**src/design/mos6502_subset_executor_assert.svh**
```systemverilog
// assertion macros for the 6502 subset executor
`ifndef MOS6502_SUBSET_EXECUTOR_ASSERT_SVH
`define MOS6502_SUBSET_EXECUTOR_ASSERT_SVH

// implication checked every cycle outside reset
`define M65_ASSERT_IMP(label, ante, cons) \
  label: assert property (@(posedge clk) disable iff (!rst_n) (ante) |-> (cons)) \
    else $error("assertion failed");

// implication checked in the cycle after the antecedent
`define M65_ASSERT_NEXT(label, ante, cons) \
  label: assert property (@(posedge clk) disable iff (!rst_n) (ante) |=> (cons)) \
    else $error("assertion failed");

`endif

```
**src/design/m65_pkg.sv**
```systemverilog
// ----------------------------------------------------------------------------
// m65_pkg
// shared types, codes and decode tables for the 6502 subset executor
// ----------------------------------------------------------------------------
`default_nettype none

package m65_pkg;

  localparam int unsigned MemDepth = 65536;
  localparam int unsigned MemAw    = $clog2(MemDepth);

  localparam logic [1:0] ST_DONE    = 2'd0;
  localparam logic [1:0] ST_ILLEGAL = 2'd1;
  localparam logic [1:0] ST_UNIMPL  = 2'd2;
  localparam logic [1:0] ST_LIMIT   = 2'd3;

  localparam logic OP_WRITE = 1'b0;
  localparam logic OP_EXEC  = 1'b1;

  // addressing class of a decoded opcode
  typedef enum logic [3:0] {
    AM_IMM, AM_ZP, AM_ZPX, AM_ABS, AM_ABSX, AM_ABSY, AM_IMPL, AM_REL,
    AM_JMP, AM_BAD, AM_UNIMPL
  } amode_t;

  // what happens with the operand
  typedef enum logic [3:0] {
    K_LOGIC, K_LDA, K_CMPA, K_CMPX, K_CMPY, K_DEC, K_INX, K_INY, K_DEX, K_DEY,
    K_BR, K_JMP, K_FLAG, K_NOP, K_NONE
  } kind_t;

  typedef struct packed {
    amode_t     am;
    kind_t      kind;
    logic [2:0] base_cyc;
  } dec_t;

  typedef enum logic [3:0] {
    S_IDLE, S_OPC, S_DEC, S_OP1, S_OP2, S_ADDR, S_RD, S_EXEC, S_WB, S_OUT
  } state_t;

  // controller to datapath
  typedef struct packed {
    logic take_item;
    logic mem_wr_item;
    logic limit_hit;
    logic rd_pc;       // read memory at pc, pc increments
    logic lat_opc;
    logic lat_op1;
    logic lat_op2;
    logic form_addr;
    logic rd_ea;
    logic exec;
    logic wr_dec;
    logic out_load;
  } m65_cmd_t;

  typedef struct packed {
    logic   limit_ok;
    amode_t am;
    kind_t  kind;
  } m65_sts_t;

  function automatic logic is_bad(input logic [7:0] op);
    logic r;
    r = 1'b0;
    case (op)
      8'h02, 8'h03, 8'h04, 8'h12, 8'h13, 8'h14, 8'h1A, 8'h1B, 8'h1C, 8'h1F,
      8'h2B, 8'h2F, 8'h32, 8'h33, 8'h34, 8'h3A, 8'h3B, 8'h3C, 8'h3F, 8'h42,
      8'h43, 8'h44, 8'h4B, 8'h4F, 8'h52, 8'h53, 8'h54, 8'h5A, 8'h5B, 8'h5C,
      8'h5F, 8'h62, 8'h63, 8'h64, 8'h67, 8'h6B, 8'h6F, 8'h72, 8'h73, 8'h74,
      8'h77, 8'h7A, 8'h7B, 8'h7C, 8'h7F, 8'h80, 8'h82, 8'h83, 8'h89, 8'h8B,
      8'h8F, 8'h92, 8'h93, 8'h97, 8'h9B, 8'h9C, 8'h9E, 8'h9F, 8'hA3, 8'hA7,
      8'hAB, 8'hAF, 8'hB2, 8'hB3, 8'hB7, 8'hBB, 8'hBF, 8'hC2, 8'hC3, 8'hC7,
      8'hCB, 8'hCF, 8'hD2, 8'hD3, 8'hD4, 8'hD7, 8'hDA, 8'hDB, 8'hDC, 8'hDF,
      8'hE7, 8'hEB, 8'hEF, 8'hF2, 8'hF3, 8'hF4, 8'hF7, 8'hFF: r = 1'b1;
      default: r = 1'b0;
    endcase
    return r;
  endfunction

  function automatic dec_t decode(input logic [7:0] op);
    dec_t d;
    d = '{am: AM_UNIMPL, kind: K_NONE, base_cyc: 3'd0};
    unique case (op)
      8'h09, 8'h29, 8'h49: d = '{AM_IMM,  K_LOGIC, 3'd2};
      8'h05, 8'h25, 8'h45: d = '{AM_ZP,   K_LOGIC, 3'd3};
      8'h15, 8'h35, 8'h55: d = '{AM_ZPX,  K_LOGIC, 3'd4};
      8'h0D, 8'h2D, 8'h4D: d = '{AM_ABS,  K_LOGIC, 3'd4};
      8'h1D, 8'h3D, 8'h5D: d = '{AM_ABSX, K_LOGIC, 3'd4};
      8'h19, 8'h39, 8'h59: d = '{AM_ABSY, K_LOGIC, 3'd4};
      8'hA9: d = '{AM_IMM, K_LDA, 3'd2};
      8'hC9: d = '{AM_IMM, K_CMPA, 3'd2};
      8'hC5: d = '{AM_ZP,  K_CMPA, 3'd3};
      8'hD5: d = '{AM_ZPX, K_CMPA, 3'd4};
      8'hE0: d = '{AM_IMM, K_CMPX, 3'd2};
      8'hE4: d = '{AM_ZP,  K_CMPX, 3'd3};
      8'hEC: d = '{AM_ABS, K_CMPX, 3'd4};
      8'hC0: d = '{AM_IMM, K_CMPY, 3'd2};
      8'hC4: d = '{AM_ZP,  K_CMPY, 3'd3};
      8'hCC: d = '{AM_ABS, K_CMPY, 3'd4};
      8'hC6: d = '{AM_ZP,  K_DEC, 3'd5};
      8'hD6: d = '{AM_ZPX, K_DEC, 3'd6};
      8'hCE: d = '{AM_ABS, K_DEC, 3'd6};
      8'hE8: d = '{AM_IMPL, K_INX, 3'd2};
      8'hC8: d = '{AM_IMPL, K_INY, 3'd2};
      8'hCA: d = '{AM_IMPL, K_DEX, 3'd2};
      8'h88: d = '{AM_IMPL, K_DEY, 3'd2};
      8'h10, 8'h30, 8'h50, 8'h70, 8'h90, 8'hB0, 8'hD0, 8'hF0:
        d = '{AM_REL, K_BR, 3'd2};
      8'h4C: d = '{AM_JMP, K_JMP, 3'd3};
      8'h18, 8'h38, 8'h58, 8'h78, 8'hB8: d = '{AM_IMPL, K_FLAG, 3'd2};
      8'hEA: d = '{AM_IMPL, K_NOP, 3'd2};
      default: begin
        if (is_bad(op)) d = '{AM_BAD, K_NONE, 3'd2};
      end
    endcase
    return d;
  endfunction

endpackage

`default_nettype wire

```
**src/design/m65_ctrl.sv**
```systemverilog
// ----------------------------------------------------------------------------
// m65_ctrl
// sequencer: one state per memory access of an instruction
// ----------------------------------------------------------------------------
`default_nettype none

module m65_ctrl
  import m65_pkg::*;
(
  input  wire logic     clk,
  input  wire logic     rst_n,
  input  wire logic     in_valid,
  input  wire logic     in_op,
  input  wire logic     out_busy,
  output logic          in_ready,
  input  wire m65_sts_t sts,
  output m65_cmd_t      cmd
);

  state_t state_r, state_nxt;

  always_ff @(posedge clk) begin
    if (!rst_n) state_r <= S_IDLE;
    else        state_r <= state_nxt;
  end

  always_comb begin
    state_nxt = state_r;
    unique case (state_r)
      S_IDLE: begin
        if (in_valid && !out_busy) begin
          if (in_op == OP_EXEC && sts.limit_ok) state_nxt = S_OPC;
          else                                  state_nxt = S_OUT;
        end
      end
      S_OPC: state_nxt = S_DEC;
      S_DEC: begin
        unique case (sts.am)
          AM_IMM, AM_ZP, AM_ZPX, AM_REL, AM_ABS, AM_ABSX, AM_ABSY, AM_JMP:
            state_nxt = S_OP1;
          default: state_nxt = S_EXEC;
        endcase
      end
      S_OP1: begin
        unique case (sts.am)
          AM_ABS, AM_ABSX, AM_ABSY, AM_JMP: state_nxt = S_OP2;
          AM_ZP, AM_ZPX:                    state_nxt = S_ADDR;
          default:                          state_nxt = S_EXEC;
        endcase
      end
      S_OP2:  state_nxt = (sts.am == AM_JMP) ? S_EXEC : S_ADDR;
      S_ADDR: state_nxt = S_RD;
      S_RD:   state_nxt = S_EXEC;
      S_EXEC: state_nxt = (sts.kind == K_DEC) ? S_WB : S_OUT;
      S_WB:   state_nxt = S_OUT;
      S_OUT:  state_nxt = S_IDLE;
      default: state_nxt = S_IDLE;
    endcase
  end

  always_comb begin
    cmd      = '0;
    in_ready = 1'b0;
    unique case (state_r)
      S_IDLE: begin
        in_ready      = !out_busy;
        cmd.take_item = in_valid && !out_busy;
        cmd.mem_wr_item = in_valid && !out_busy && in_op == OP_WRITE;
        cmd.limit_hit = in_valid && !out_busy && in_op == OP_EXEC && !sts.limit_ok;
        cmd.rd_pc     = in_valid && !out_busy && in_op == OP_EXEC && sts.limit_ok;
      end
      S_OPC: cmd.lat_opc = 1'b1;
      S_DEC: cmd.rd_pc = (sts.am != AM_IMPL && sts.am != AM_BAD && sts.am != AM_UNIMPL);
      S_OP1: begin
        cmd.lat_op1 = 1'b1;
        cmd.rd_pc = (sts.am == AM_ABS || sts.am == AM_ABSX || sts.am == AM_ABSY ||
                     sts.am == AM_JMP);
      end
      S_OP2:  cmd.lat_op2 = 1'b1;
      S_ADDR: begin
        cmd.form_addr = 1'b1;
        cmd.rd_ea     = (sts.am != AM_IMM);
      end
      S_RD:   ;
      S_EXEC: cmd.exec = 1'b1;
      S_WB:   cmd.wr_dec = 1'b1;
      S_OUT:  cmd.out_load = 1'b1;
      default: ;
    endcase
  end

  `include "mos6502_subset_executor_assert.svh"
  `M65_ASSERT_IMP(a_ready_idle, in_ready, state_r == S_IDLE)
  `M65_ASSERT_NEXT(a_wr_to_out, cmd.mem_wr_item, state_r == S_OUT)
  `M65_ASSERT_NEXT(a_exec_done, cmd.exec && sts.kind != K_DEC, state_r == S_OUT)

endmodule

`default_nettype wire

```
**config.mk**
```make
export PLATFORM = sky130hd
export DESIGN_NAME = m65_ctrl
export DESIGN_NICKNAME = d
export VERILOG_FILES = /design/src/design/m65_pkg.sv /design/src/design/m65_ctrl.sv
export VERILOG_INCLUDE_DIRS = /design/src /design/src/design
export SDC_FILE = /design/constraint.sdc
export NUM_CORES = 1
export LEC_CHECK = 0
export ABC_AREA = 1
export BUFFER_PORTS_ARGS = -buffer_cell sky130_fd_sc_hd__buf_2
export CORE_AREA = 4 4 41 43
export CTS_CLUSTER_DIAMETER = 80
export DETAILED_ROUTE_END_ITERATION = 6
export DIE_AREA = 0 0 45 47
export GPL_TIMING_DRIVEN = 0
export PLACE_DENSITY = 0.67
export SLEW_MARGIN = 20
export SYNTH_ARGS = -nofsm -noshare
export SYNTH_HDL_FRONTEND = slang
export SYNTH_SLANG_ARGS = --single-unit
```
**constraint.sdc**
```tcl
create_clock -name clk -period 1.45 [get_ports clk]
set_input_delay 0.29 -clock clk [delete_from_list [all_inputs] [get_ports clk]]
set_output_delay 0.29 -clock clk [all_outputs]
set_load 0.05 [all_outputs]
```
==> flow_summary.toml, run 1 <==
[synthesis]
syn_inst = 90
syn-num-nets = 104
synth_area_um2 = 471.7
yosysWarningCount = 0
synth_area_per_cell_um2 = 5.241
ys_ff_latch = 4
ys_types = 16
ys_seq_area_share_pct = 16.98

[setup_path]
r2r_start = "state_r[1]"
crit_family = "simple AND/OR/NAND/NOR gates"
slowest_stage = "dfxtp_2"
startpoint = "state_r[1]"
rr_endpoint = "state_r[3]"
cp-end-kind = "output pin"
path_depth = 6
rr_worst_depth = 8
cp_cell_sequence = "nor2_4, nand2_4, inv_4, nand2_4, nor3b_4, buf_6"
crit_fanout = 5
crit_end = "cmd[9]"
crit_type = "flop to output pin"
path_buf_inv = 2
rrSetupSlack_ns = 0.14
cp.arrival_ns = 1.28
critical_path.max_stage_delay_ns = 0.34
required_ns = 1.16
start_kind = "flop"
crit_path_frequent_cell = "nand2_4"

[final_layout]
antenna_cells = 0
drive_gt1_share_pct = 53.54
final_cell_mix = "nand2_1, nor2_1, buf_2, inv_1, buf_6"
regArea_um2 = 92.59
num-fill-cells = 117
largest_register_ffs = 4
regMostFlops = "state_r"
finalNonFillerCells = 142
layout_commonest_cell = "nand2_1"
largest_registers = "state_r x4"
multiInputGateArea_um2 = 397.9
areaGrowthSynthToFinish_pct = 91.25
final_nets = 143

[pwr]
p_int_uw = 838.7
power.switching_uw = 944.1
swShare_pct = 52.96
pwr-share-seq_pct = 14.3
leakage_nw = 0.4773
max-vdd-ir-drop_mv = 1.322
combPwrFrac_pct = 78.2
power.density_mw_per_mm2 = 1976
p_clk_share_pct = 7.5
finalPower_mw = 1.783

[die]
coreArea_mm2 = 0.001301
rows = 13
die_area_mm2 = 0.002115
die_w_um = 45
start_util_pct = 36.25
die_h_um = 47
io_pins = 27

[run_status]
status = "finished with violations"
violations = "setup timing"

[sta]
finalCriticalPeriod_ns = 1.571
setup_ws_ns = -0.1211
tightest_slew_ns = 0.2815
post-route-period-util_pct = 108.4
rsz0062_at_grt = "yes"
hold-worst-slack_ns = 0.3469
relSlewSlack_pct = 81.16
drv_slew = 0
skew_ns = 0.002279
final_hold_viol_count = 0
fmax_ghz = 0.6365
setup_viol = 8

[global_route]
grt.overflow.total = 0
antenna_found_initial = 0
grt_pass1_vias = 576
grt_max_degree = 6
grt_pass1_wl_um = 2235
grt_use_total_pct = 14.49

[place]
dpl.cell_count = 131
port_buffers = 26
place_hpwl_um = 1116
globalplace.congestion = 0.8152
dp_slack_ns = -0.1240

[detailed_routing]
vias = 653
drcViolationCount = 0
avgViaCountPerCell = 4.599
dr.pass1.iters = 5
routed_wl_um = 1484
avgRoutedWirePerCell_um = 10.45
drtAntennaViolNets = 0
detail_route.iter0.violations = 14

[clocking]
clk_latency_ns = 0.23
cts.path.max_buffers = 2
cts_sinks = 4
htree_levels = 1
cts-buffers-inserted = 3
cts-root-buf = "clkbuf_4"
clkTransAtPathRegs_ns = 0.03
ctsHoldBuffers = 0
tritoncts = "done"

[worst_hold_path]
min_path_type = "primary input to flop"
hold_depth = 3

[flow_run]
max-cap-violations = 0
area by class of cell:
type | count | share of cell area, %
clock buffer | 3 | 2.497
inverter | 20 | 9.293
multi-input combinational | 66 | 44.11
sequential | 4 | 10.26
tap | 15 | 2.080
timing repair buffer | 34 | 31.76
power groups by stage:
stage	logic, mW	clock network [mW]	registers (mW)
floorplan	0.781	0	0.235
global placement	0.944	0	0.246
detailed placement	0.951	0	0.247
CTS	1.19	0.142	0.252
global route	1.48	0.148	0.265
finish	1.39	0.133	0.256
stage by stage:
step	instance area (µm²)	setup TNS, ns	utilization, %
2_1_floorplan	533.0	-0.2600	-
3_3_place_gp	681.9	-0.1643	52.40
3_5_place_dp	681.9	-0.1664	52.40
4_1_cts	822.0	-0.4654	63.17
5_1_grt	902.1	-1.206	69.33
6_report	902.1	-0.5319	69.33
worst register-to-register path, delay by kind of cell (launching register included):
kind          cells  cell delay (ns)
buf+inv           4             0.42
simple gates      4             0.39
flops             1             0.38
cells by family after synthesis:
logic type / count (synthesis) / synth area share (%)
flip-flops: 4 / 16.98
AO/OA/AOI/OAI: 10 / 12.47
AND/OR/NAND/NOR: 56 / 54.64
buffers and inverters: 20 / 15.91
synthesized netlist by cell type:
cell type  count  area, µm²
nand3_1        5      25.02
nor3b_2        1      12.51
a21oi_1        3      15.01
dfxtp_1        4      80.08
nor3_1         4      20.02
nor2_2         2      12.51
o211ai_1       1      7.510
nand2_2        4      25.02
nand3_2        2      20.02
a21oi_2        1      8.760
o21ai_0        4      20.02
nor2_1        20      75.07
a211oi_1       1      7.510
inv_2          4      15.01
inv_1         16      60.06
nand2_1       18      67.56
per-layer routing:
layer	GRT usage (%)	vias up	wire, µm
li1	-	350	-
met1	18.76	276	612
met5	0	-	0
met2	22.32	19	792
met3	2.299	8	46
met4	9.357	0	32
worst min path at each step:
stage,slack [ns],endpoint,start
global route,0.33,state_r[2],rst_n
finish,0.35,state_r[2],rst_n
detailed placement,0.56,state_r[1],rst_n
global placement,0.56,state_r[1],rst_n
CTS,0.31,state_r[2],rst_n
floorplan,0.41,state_r[1],rst_n
repair_timing:
item / in CTS / in global routing
setup endpoints to repair: 12 / 13
buffers inserted: 3 / 5
pin swaps: 4 / 5
endpoints found under the hold margin: 0 / 0
gates resized for setup: 31 / 13
Note: power is estimated with default switching activity, not from simulation.
==> inputs of run 2 (changes only) <==
--- a/config.mk
+++ b/config.mk
@@ -9,6 +9,7 @@
 export ABC_AREA = 1
 export BUFFER_PORTS_ARGS = -buffer_cell sky130_fd_sc_hd__buf_2
 export CORE_AREA = 4 4 41 43
+export CTS_BUF_LIST = sky130_fd_sc_hd__clkbuf_8
 export CTS_CLUSTER_DIAMETER = 80
 export DETAILED_ROUTE_END_ITERATION = 6
 export DIE_AREA = 0 0 45 47
==> run 2 against run 1 <==
The run still ends with setup timing left. Fmax grew 1.7%. Worst setup slack improved by 0.026 ns. Clock skew barely moved. Wire length decreased by 2.8%. Non-clock buffer count is 3 lower. Design area decreased by 2.6%. Count of clock-buffer cells in the layout unchanged.
==> flow_summary.toml, run 2 (synthesis gave the netlist of run 1 again) <==
[sta]
skew_ns = 0.001916
hold-worst-slack_ns = 0.3387
setup_ws_ns = -0.09539
rsz0062_at_grt = "yes"
finalCriticalPeriod_ns = 1.545
post-route-period-util_pct = 106.6
tightest_slew_ns = 0.2886
final_hold_viol_count = 0
fmax_ghz = 0.6471
drv_slew = 0
relSlewSlack_pct = 80.69
setup_viol = 5

[run_status]
status = "finished with violations"
violations = "setup timing"

[pwr]
power.switching_uw = 920.6
max-vdd-ir-drop_mv = 1.140
p_clk_share_pct = 12.8
power.density_mw_per_mm2 = 2029
pwr-share-seq_pct = 14.5
leakage_nw = 0.4654
swShare_pct = 51.65
combPwrFrac_pct = 72.7
p_int_uw = 861.6

[die]
die_w_um = 45
start_util_pct = 36.25
rows = 13
coreArea_mm2 = 0.001301
die_h_um = 47
die_area_mm2 = 0.002115
io_pins = 27

[setup_path]
path_buf_inv = 3
required_ns = 1.16
crit_fanout = 3
crit_type = "flop to output pin"
cp.arrival_ns = 1.26
crit_family = "simple AND/OR/NAND/NOR gates"
slowest_stage = "dfxtp_4"
start_kind = "flop"
cp_cell_sequence = "nor2_4, nand2_4, inv_4, nand2_4, inv_4, nand3_4, nand3_4, buf_8"
cp-end-kind = "output pin"
critical_path.max_stage_delay_ns = 0.35

[final_layout]
fin_area_um2 = 878.3
finalNonFillerCells = 139
antenna_cells = 0
largest_register_ffs = 4
final_cell_mix = "nand2_1, nor2_1, buf_2, inv_1, buf_6"
layout_commonest_cell = "nand2_1"
num-fill-cells = 127
regMostFlops = "state_r"
drive_gt1_share_pct = 51.61
largest_registers = "state_r x4"
final_nets = 140
areaGrowthSynthToFinish_pct = 86.21

[flow_run]
max-cap-violations = 0

[detailed_routing]
avgRoutedWirePerCell_um = 10.37
dr.pass1.iters = 4
routed_wl_um = 1442
vias = 638
drcViolationCount = 0
detail_route.iter0.violations = 15
avgViaCountPerCell = 4.590
drtAntennaViolNets = 0

[place]
dpl.cell_count = 131
dp_slack_ns = -0.1240
globalplace.congestion = 0.8152
port_buffers = 26
place_hpwl_um = 1116
place_area_um2 = 681.9

[global_route]
grt.overflow.total = 0
grt_pass1_wl_um = 2159
grt_pass1_vias = 547
grt_max_degree = 6
antenna_found_initial = 0
grt_use_total_pct = 14.09

[clocking]
tritoncts = "done"
cts-root-buf = "clkbuf_8"
clk_latency_ns = 0.21
htree_levels = 1
clkTransAtPathRegs_ns = 0.03
cts-buffers-inserted = 3
ctsHoldBuffers = 0
cts.path.max_buffers = 2
cts_sinks = 4

[worst_hold_path]
min_path_type = "primary input to flop"
-- run 2: timing repair --
item	4_1_cts	5_1_grt
buffers inserted	2	3
setup endpoints to repair	11	13
endpoints found under the hold margin	0	0
gates resized for setup	25	14
pin swaps	4	4
-- run 2: power by group through the flow --
stage	Sequential, mW	Combinational (mW)	Clock (mW)
after floorplan	0.235	0.781	0
after global placement	0.246	0.944	0
after detailed placement	0.247	0.951	0
after global routing	0.267	1.39	0.250
after CTS	0.254	1.14	0.236
final	0.259	1.29	0.228
-- run 2: routing by layer --
metal / part of all wire, % / track usage, % / wire (µm)
met5: 0 / 0 / 0
met4: 1.6 / 9.357 / 23
met3: 4.2 / 2.299 / 61
met2: 53 / 21.19 / 763
met1: 41 / 18.54 / 594
-- run 2: metrics by stage --
step / util, % / total power, mW / setup TNS, ns
2_1_floorplan: - / 1.016 / -0.2600
3_3_place_gp: 52.40 / 1.190 / -0.1643
3_5_place_dp: 52.40 / 1.199 / -0.1664
4_1_cts: 62.31 / 1.632 / -0.3110
5_1_grt: 67.50 / 1.906 / -0.8439
6_report: 67.50 / 1.782 / -0.2609
-- run 2: worst paths after layout --
kind         startpoint    endpoint  slack [ns]  cells past startpoint
min reg2reg  state_r[0]  state_r[2]        0.61                      3
max reg2reg  state_r[1]  state_r[3]        0.25                      7
min               rst_n  state_r[1]        0.34                      3
max          state_r[3]      cmd[8]        -0.1                      8
-- run 2: tightest hold or removal path: stages --
cell and delay, ns:
buf_2 0.11, inv_1 0.06, a21oi_1 0.05
-- run 2: area by class of cell --
cell class                 count  area [µm²]  area share [%]
timing repair buffer          31       256.5           29.20
tap                           15       18.77           2.137
inverter                      20       83.83           9.544
clock buffer                   3       41.29           4.701
multi-input combinational     66       385.4           43.87
sequential                     4       92.59           10.54
